`src/sv/xs256_pkg.sv`:
```
// ----------------------------------------------------------------------------
// xs256_pkg
// Shared types, constants and the state update of the xoshiro256+ generator.
// ----------------------------------------------------------------------------
package xs256_pkg;

  localparam int unsigned WordW    = 64;
  localparam int unsigned NumWords = 4;
  localparam int unsigned HalfW    = WordW / 2;
  localparam int unsigned RotAmt   = 45;
  localparam int unsigned ShiftT   = 17;
  localparam int unsigned JumpLen  = 256;
  localparam int unsigned JumpCntW = $clog2(JumpLen);

  typedef logic [WordW-1:0] word_t;
  typedef logic [NumWords-1:0][WordW-1:0] gen_words_t;

  typedef enum logic [1:0] {
    OP_SEED      = 2'd0,
    OP_NEXT      = 2'd1,
    OP_JUMP      = 2'd2,
    OP_LONG_JUMP = 2'd3
  } op_e;

  typedef enum logic [2:0] {
    ST_IDLE,
    ST_SEED,
    ST_MIX_A,
    ST_MIX_B,
    ST_JUMP
  } state_e;

  localparam word_t GOLDEN_STEP = 64'h9e3779b97f4a7c15;
  localparam word_t MIX_MUL_A   = 64'hbf58476d1ce4e5b9;
  localparam word_t MIX_MUL_B   = 64'h94d049bb133111eb;

  // Element 0 is the first polynomial word, as the jump walks it.
  localparam gen_words_t POLY_SHORT = {
    64'h39abdc4529b1661c, 64'ha9582618e03fc9aa,
    64'hd5a61266f0c9392c, 64'h180ec6d33cfd0aba
  };

  localparam gen_words_t POLY_LONG = {
    64'h39109bb02acbe69d, 64'h77710069854ee241,
    64'hc5004e441c522fb3, 64'h76e15d3efefdcbbf
  };

  // One step of the generator: xor, shift and rotate.
  function automatic gen_words_t xs_advance(gen_words_t s);
    gen_words_t r;
    word_t      t;
    t    = s[1] << ShiftT;
    r    = s;
    r[2] = r[2] ^ r[0];
    r[3] = r[3] ^ r[1];
    r[1] = r[1] ^ r[2];
    r[0] = r[0] ^ r[3];
    r[2] = r[2] ^ t;
    r[3] = {r[3][WordW-1-RotAmt:0], r[3][WordW-1:WordW-RotAmt]};
    return r;
  endfunction

endpackage

```
`src/sv/xs256_if.sv`:
```
// ----------------------------------------------------------------------------
// xs256 channel interfaces
// Valid/ready channels for requests into and words out of the generator.
// ----------------------------------------------------------------------------
interface xs256_in_if;
  logic        valid;
  logic        ready;
  logic [1:0]  op;
  logic [63:0] seed_value;

  modport source (output valid, output op, output seed_value, input ready);
  modport sink (input valid, input op, input seed_value, output ready);
endinterface

interface xs256_out_if;
  logic        valid;
  logic        ready;
  logic [63:0] random_word;

  modport source (output valid, output random_word, input ready);
  modport sink (input valid, input random_word, output ready);
endinterface

```
`src/sv/xs256_mul.sv`:
```
// ----------------------------------------------------------------------------
// xs256_mul
// Iterative 64 x 64 multiplier giving the low 64 bits of the product through
// one shared 32 x 32 multiplier, one partial product at a time.
// ----------------------------------------------------------------------------
module xs256_mul (
  input  logic                 clk_i,
  input  logic                 rst_ni,
  input  logic                 start_i,
  input  xs256_pkg::word_t     a_i,
  input  xs256_pkg::word_t     b_i,
  output logic                 done_o,
  output xs256_pkg::word_t     product_o
);
  import xs256_pkg::*;

  word_t              a_q, a_d;
  word_t              b_q, b_d;
  word_t              acc_q, acc_d;
  logic [1:0]         step_q, step_d;
  logic               busy_q, busy_d;
  logic               done_q, done_d;
  logic [HalfW-1:0]   opa, opb;
  logic [WordW-1:0]   part;

  always_comb begin
    a_d    = a_q;
    b_d    = b_q;
    acc_d  = acc_q;
    step_d = step_q;
    busy_d = busy_q;
    done_d = 1'b0;

    // Low x low first, then the two cross terms land on the upper half.
    case (step_q)
      2'd0:    begin opa = a_q[HalfW-1:0];     opb = b_q[HalfW-1:0];     end
      2'd1:    begin opa = a_q[HalfW-1:0];     opb = b_q[WordW-1:HalfW]; end
      default: begin opa = a_q[WordW-1:HalfW]; opb = b_q[HalfW-1:0];     end
    endcase
    part = WordW'(opa) * WordW'(opb);

    if (busy_q) begin
      if (step_q == 2'd0) begin
        acc_d = part;
      end else begin
        acc_d = acc_q + {part[HalfW-1:0], {HalfW{1'b0}}};
      end
      step_d = step_q + 2'd1;
      if (step_q == 2'd2) begin
        busy_d = 1'b0;
        done_d = 1'b1;
      end
    end else if (start_i) begin
      a_d    = a_i;
      b_d    = b_i;
      step_d = 2'd0;
      busy_d = 1'b1;
    end
  end

  always_ff @(posedge clk_i or negedge rst_ni) begin
    if (!rst_ni) begin
      busy_q <= 1'b0;
      done_q <= 1'b0;
      step_q <= 2'd0;
    end else begin
      busy_q <= busy_d;
      done_q <= done_d;
      step_q <= step_d;
    end
  end

  always_ff @(posedge clk_i) begin
    a_q   <= a_d;
    b_q   <= b_d;
    acc_q <= acc_d;
  end

  assign done_o    = done_q;
  assign product_o = acc_q;

endmodule

```
`src/sv/xoshiro256_plus_generator.sv`:
```
// ----------------------------------------------------------------------------
// xoshiro256_plus_generator
// xoshiro256+ generator with seeding through splitmix64 and jump operations.
// ----------------------------------------------------------------------------
// Next requests stream one per cycle while the output register is being
// drained; the word is the sum of words 0 and 3 taken before the state
// advances. A seed runs four splitmix64 rounds, each made of two passes
// through the shared multiplier. Jump and long jump walk all polynomial
// bits, one bit per cycle. Seed and jumps produce no output word. The
// state is zero after reset, so a seed should come first.
module xoshiro256_plus_generator (
  input  logic        clk_i,
  input  logic        rst_ni,
  xs256_in_if.sink    req_i,
  xs256_out_if.source rsp_o
);
  import xs256_pkg::*;

  state_e              state_q, state_d;
  gen_words_t          gen_q, gen_d;
  gen_words_t          acc_q, acc_d;
  gen_words_t          acc_nxt;
  word_t               z_q, z_d;
  word_t               word_q, word_d;
  logic [1:0]          idx_q, idx_d;
  logic [JumpCntW-1:0] cnt_q, cnt_d;
  logic                long_q, long_d;
  logic                out_valid_q, out_valid_d;
  logic                in_ready;
  logic                poly_bit;
  logic                mul_start;
  word_t               mul_a, mul_b;
  logic                mul_done;
  word_t               mul_p;

  xs256_mul u_mul (
    .clk_i     (clk_i),
    .rst_ni    (rst_ni),
    .start_i   (mul_start),
    .a_i       (mul_a),
    .b_i       (mul_b),
    .done_o    (mul_done),
    .product_o (mul_p)
  );

  always_comb begin
    state_d     = state_q;
    gen_d       = gen_q;
    acc_d       = acc_q;
    z_d         = z_q;
    word_d      = word_q;
    idx_d       = idx_q;
    cnt_d       = cnt_q;
    long_d      = long_q;
    out_valid_d = out_valid_q && !rsp_o.ready;
    in_ready    = 1'b0;
    mul_start   = 1'b0;
    mul_a       = z_q ^ (z_q >> 30);
    mul_b       = MIX_MUL_A;

    poly_bit = long_q ? POLY_LONG[cnt_q[JumpCntW-1:JumpCntW-2]][cnt_q[JumpCntW-3:0]]
                      : POLY_SHORT[cnt_q[JumpCntW-1:JumpCntW-2]][cnt_q[JumpCntW-3:0]];
    acc_nxt  = poly_bit ? (acc_q ^ gen_q) : acc_q;

    unique case (state_q)
      ST_IDLE: begin
        in_ready = !out_valid_q || rsp_o.ready;
        if (req_i.valid && in_ready) begin
          unique case (op_e'(req_i.op))
            OP_SEED: begin
              z_d     = req_i.seed_value + GOLDEN_STEP;
              idx_d   = 2'd0;
              state_d = ST_SEED;
            end
            OP_NEXT: begin
              word_d      = gen_q[0] + gen_q[3];
              out_valid_d = 1'b1;
              gen_d       = xs_advance(gen_q);
            end
            OP_JUMP, OP_LONG_JUMP: begin
              long_d  = (op_e'(req_i.op) == OP_LONG_JUMP);
              cnt_d   = '0;
              acc_d   = '0;
              state_d = ST_JUMP;
            end
            default: state_d = ST_IDLE;
          endcase
        end
      end
      ST_SEED: begin
        mul_start = 1'b1;
        state_d   = ST_MIX_A;
      end
      ST_MIX_A: begin
        if (mul_done) begin
          mul_start = 1'b1;
          mul_a     = mul_p ^ (mul_p >> 27);
          mul_b     = MIX_MUL_B;
          state_d   = ST_MIX_B;
        end
      end
      ST_MIX_B: begin
        if (mul_done) begin
          gen_d[idx_q] = mul_p ^ (mul_p >> 31);
          z_d          = z_q + GOLDEN_STEP;
          idx_d        = idx_q + 2'd1;
          state_d      = (idx_q == 2'd3) ? ST_IDLE : ST_SEED;
        end
      end
      ST_JUMP: begin
        acc_d = acc_nxt;
        cnt_d = cnt_q + JumpCntW'(1);
        // On the last polynomial bit the accumulated words become the state.
        if (cnt_q == {JumpCntW{1'b1}}) begin
          gen_d   = acc_nxt;
          state_d = ST_IDLE;
        end else begin
          gen_d = xs_advance(gen_q);
        end
      end
      default: state_d = ST_IDLE;
    endcase
  end

  always_ff @(posedge clk_i or negedge rst_ni) begin
    if (!rst_ni) begin
      state_q     <= ST_IDLE;
      gen_q       <= '0;
      out_valid_q <= 1'b0;
      idx_q       <= 2'd0;
      cnt_q       <= '0;
      long_q      <= 1'b0;
    end else begin
      state_q     <= state_d;
      gen_q       <= gen_d;
      out_valid_q <= out_valid_d;
      idx_q       <= idx_d;
      cnt_q       <= cnt_d;
      long_q      <= long_d;
    end
  end

  always_ff @(posedge clk_i) begin
    acc_q  <= acc_d;
    z_q    <= z_d;
    word_q <= word_d;
  end

  assign req_i.ready       = in_ready;
  assign rsp_o.valid       = out_valid_q;
  assign rsp_o.random_word = word_q;

endmodule

```
`src/flat_wrapper.sv`:
```
// flat-port wrapper written by rule: the top's interface ports become plain ports
module xoshiro256_plus_generator_flat import xs256_pkg::*;
  (clk_i, rst_ni, req_i_valid, req_i_op, req_i_seed_value, req_i_ready, rsp_o_valid, rsp_o_random_word, rsp_o_ready);
  xs256_in_if req_i_i ();
  xs256_out_if rsp_o_i ();
  input  logic clk_i;
  input  logic rst_ni;
  input wire logic [$bits(req_i_i.valid)-1:0] req_i_valid;
  input wire logic [$bits(req_i_i.op)-1:0] req_i_op;
  input wire logic [$bits(req_i_i.seed_value)-1:0] req_i_seed_value;
  output wire logic [$bits(req_i_i.ready)-1:0] req_i_ready;
  output wire logic [$bits(rsp_o_i.valid)-1:0] rsp_o_valid;
  output wire logic [$bits(rsp_o_i.random_word)-1:0] rsp_o_random_word;
  input wire logic [$bits(rsp_o_i.ready)-1:0] rsp_o_ready;
  assign req_i_i.valid = req_i_valid;
  assign req_i_i.op = req_i_op;
  assign req_i_i.seed_value = req_i_seed_value;
  assign req_i_ready = req_i_i.ready;
  assign rsp_o_valid = rsp_o_i.valid;
  assign rsp_o_random_word = rsp_o_i.random_word;
  assign rsp_o_i.ready = rsp_o_ready;
  xoshiro256_plus_generator u_core (.clk_i(clk_i), .rst_ni(rst_ni), .req_i(req_i_i), .rsp_o(rsp_o_i));
endmodule
```
`config.mk`:
```
export PLATFORM = sky130hd
export DESIGN_NAME = xoshiro256_plus_generator_flat
export DESIGN_NICKNAME = d
export VERILOG_FILES = /design/src/sv/xs256_pkg.sv /design/src/sv/xs256_if.sv /design/src/sv/xs256_mul.sv /design/src/sv/xoshiro256_plus_generator.sv /design/src/flat_wrapper.sv
export SDC_FILE = /design/constraint.sdc
export NUM_CORES = 2
export LEC_CHECK = 0
export BUFFER_PORTS_ARGS = -buffer_cell sky130_fd_sc_hd__buf_4
export CAP_MARGIN = 10
export CORE_MARGIN = 5
export CORE_UTILIZATION = 37
export DETAILED_ROUTE_END_ITERATION = 10
export REMOVE_ABC_BUFFERS = 1
export SETUP_SLACK_MARGIN = 0.2
export SLEW_MARGIN = 20
export SYNTH_ARGS = -nofsm -noshare
export SYNTH_HDL_FRONTEND = slang
export SYNTH_HIERARCHICAL = 1
export SYNTH_SLANG_ARGS = --single-unit
```
`constraint.sdc`:
```
create_clock -name clk_i -period 20.8 [get_ports clk_i]
set_input_delay 4.16 -clock clk_i [delete_from_list [all_inputs] [get_ports clk_i]]
set_output_delay 4.16 -clock clk_i [all_outputs]
set_load 0.1 [all_outputs]
```
==> results.ini <==
[synth]
netlist_area_um2=89240
synth_commonest_cells=1608 x nand2_1, 946 x inv_1, 912 x nor2_1
yosys.area.top_type=fa_1
post_synth_num_cell_types=111
post-synth-top-count-cell=nand2_1
avgSynthCellArea_um2=8.935
ys_seq_area_share_pct=27.09
ys.flop_type=edfxtp_1
synth.area.top_cells=fa_1 20%, edfxtp_1 19%, dfrtp_1 7.7%
synth-edff-count=576
synthCells=9988
async_reset_ff_share_pct=32.31
synth_top_area_share_pct=20.14
synth_seq_cells=851
ys_warn_count=6

[clocking]
clock_latency_ns=0.79
cts_inserted_buffers=102
cts_hold_buf=0
clk_pin_slew_ns=0.06
clk_path_buf_depth=3
cts_setup_buffers=0
numClockSinks=851
tritoncts=built
cts_root_buf=clkbuf_16
cts_resized=0
cts_max_level=3

[floorplanning]
initial_core_util_pct=37.14
core_um2=240300
rows=180
die_h_um=501.1
ios=136
fp.dieW_um=501.1
die_area_um2=251100

[timing]
tightest_slew_ns=1.232
period_share_pct=53.76
fin_tns_setup_ns=0
fin_crit_ns=11.18
slew_headroom_pct=17.28
rsz0062_at_grt=no
slew_violations=0
maxClockFrequency_ghz=0.08943
finalClockSkew_ns=0.1117
finalSetupViolCount=0
layout_setup_ws_ns=9.618
hold_violations=0

[layout]
syn2layout_area_growth_pct=8.140
drive_gt1_share_pct=7.087
final_area_um2=96510
fin_nets=11040
final_cell_count_no_fill=12970
fillers=23690

[detailed_routing]
dr.pass1.iters=6
drtAntennaViolNets=0
routed_wl_um=345700
drtIter0Drc=8316
routed_via_density=5.926
vias=76850
wl_per_cell_um=26.66
route.detailed.drc=0

[global_route]
grt_pass1_wl_um=512400
antenna_found_initial=6
first_global_vias=78100
grt_usage_pct=26.94
grt_max_degree=151
overflow=0

[placement]
placed_cell_area_um2=93020
place_ws_ns=9.815
place_congestion=0.9762
placed_cells=12770
hpwl_um=244900
io_buffers=135

[worst_setup_path]
crit_top_cell=fa_1
cp.arrival_ns=11.65
worstSetupStartpointType=flip-flop
max_stage_delay_ns=0.91
cp_slowest_cell=mux2i_1
critPathRequiredTime_ns=21.27
criticalPathCategory=reg2reg
crit_path_max_fanout=75
cp-end-kind=flip-flop
ff2ff_setup_slack_ns=9.62

[worst_hold_path]
min_path_type=reg2reg

[status]
status=finished clean

[flow_run]
maxCapViolCount=0

[per-stage QoR]
step	utilization, %	hold slack [ns]
after global routing	40.16	0.5687
after global placement	38.71	0.5276
final	40.16	0.5170
after CTS	40.15	0.5280
after floorplan	-	0.5070
after detailed placement	38.71	0.5430
[critical path: cells and delay by family, from the launching register on]
family | cells | cell delay (ns)
multiplexers | 2 | 1.05
AND/OR/NAND/NOR | 9 | 1.51
buffers and inverters | 5 | 1.33
XOR/XNOR | 1 | 0.24
adder cells (fa/ha/maj) | 11 | 4.97
AO/OA/AOI/OAI | 4 | 1.22
flip-flops | 1 | 0.44
[layer usage]
layer	GRT usage [%]	vias to the layer above	routed length, µm
li1	-	32840	-
met1	34.29	38680	132700
met2	43.23	4266	157500
met3	4.972	1069	32340
met4	15.09	0	23160
met5	0	-	0
[path summary, 6_finish.rpt]
kind | from | end | cells after the start
max in group asynchronous | rst_ni | u_core/gen_q[35] | 2
min in group asynchronous | rst_ni | u_core/gen_q[250] | 1
min reg2reg | u_core/acc_q[187] | u_core/gen_q[187] | 2
max reg2reg | u_core/u_mul/step_q[0] | u_core/u_mul/product_o[62] | 32
min | u_core/acc_q[187] | u_core/gen_q[187] | 2
max | u_core/u_mul/step_q[0] | u_core/u_mul/product_o[62] | 32
[cell usage in the layout (no fill, tap or decap), types with 24 or more instances in the layout]
cell type / synthesis / final
inv_1: 946 / 944
nand3_1: 226 / 225
fa_1: 898 / 898
a221oi_1: 98 / 98
xor2_1: 444 / 444
conb_1: 2 / 33
mux2i_1: 142 / 121
o221ai_1: 63 / 63
a22oi_1: 47 / 47
nand2b_1: 28 / 28
o21bai_1: 26 / 26
o32ai_1: 43 / 43
nor2b_1: 26 / 25
clkbuf_1: 592 / 28
o2111ai_1: 78 / 78
a21oi_1: 456 / 454
o31ai_1: 33 / 33
o211ai_1: 35 / 35
xnor2_1: 357 / 355
nor2_1: 912 / 904
and2_1: 76 / 73
a211o_1: 24 / 24
ha_1: 376 / 371
o21ai_1: 53 / 51
a31oi_1: 31 / 31
nand2_1: 1608 / 1602
buf_4: 12 / 304
a221o_1: 49 / 49
o22ai_1: 45 / 45
o21a_1: 34 / 34
edfxtp_1: 576 / 576
clkbuf_16: 0 / 102
a211oi_1: 25 / 25
a21o_1: 92 / 91
nor3_1: 143 / 142
mux2_2: 109 / 109
nand4_1: 50 / 50
or3_1: 25 / 24
dfrtp_1: 275 / 275
o21ai_0: 514 / 514
[flip-flops by register name, summed over array words and instances, names as in the netlist, 3 cells and up]
signal and cells:
u_core/acc_q 256, u_core/u_mul/product_o 64, u_core/rsp_o.random_word 64, u_core/cnt_q 8, u_core/u_mul/b_q 64, u_core/gen_q 256, u_core/u_mul/a_q 64, u_core/state_q 3
u_core/z_q 64
[layout make-up]
| type | instances | area (µm²) | share of cell area [%] |
|---|---|---|---|
| multi-input cells | 7479 | 58960 | 61.09 |
| clock buffers | 134 | 2713 | 2.811 |
| repair buffers | 308 | 2357 | 2.443 |
| diodes | 3 | 7.507 | 0.007779 |
| well taps | 3185 | 3985 | 4.129 |
| clock inverters | 58 | 745.7 | 0.7727 |
| inverters | 949 | 3563 | 3.692 |
| flip-flops and latches | 851 | 24180 | 25.05 |
[cells by family after synthesis]
| group | after synthesis | share of synthesized area, % |
|---|---|---|
| adder cells (fa/ha/maj) | 1274 | 25.42 |
| multiplexers | 263 | 3.233 |
| flip-flops | 851 | 27.09 |
| AND/OR/NAND/NOR | 3198 | 14.99 |
| other | 2 | 0.008415 |
| XOR/XNOR | 801 | 7.861 |
| AO/OA/AOI/OAI | 1910 | 14.06 |
| buffers and inverters | 1689 | 7.333 |
Power is left out: the tool's default activity adds up to more than one toggle a clock period on the data nets, which glitch-free logic cannot reach.
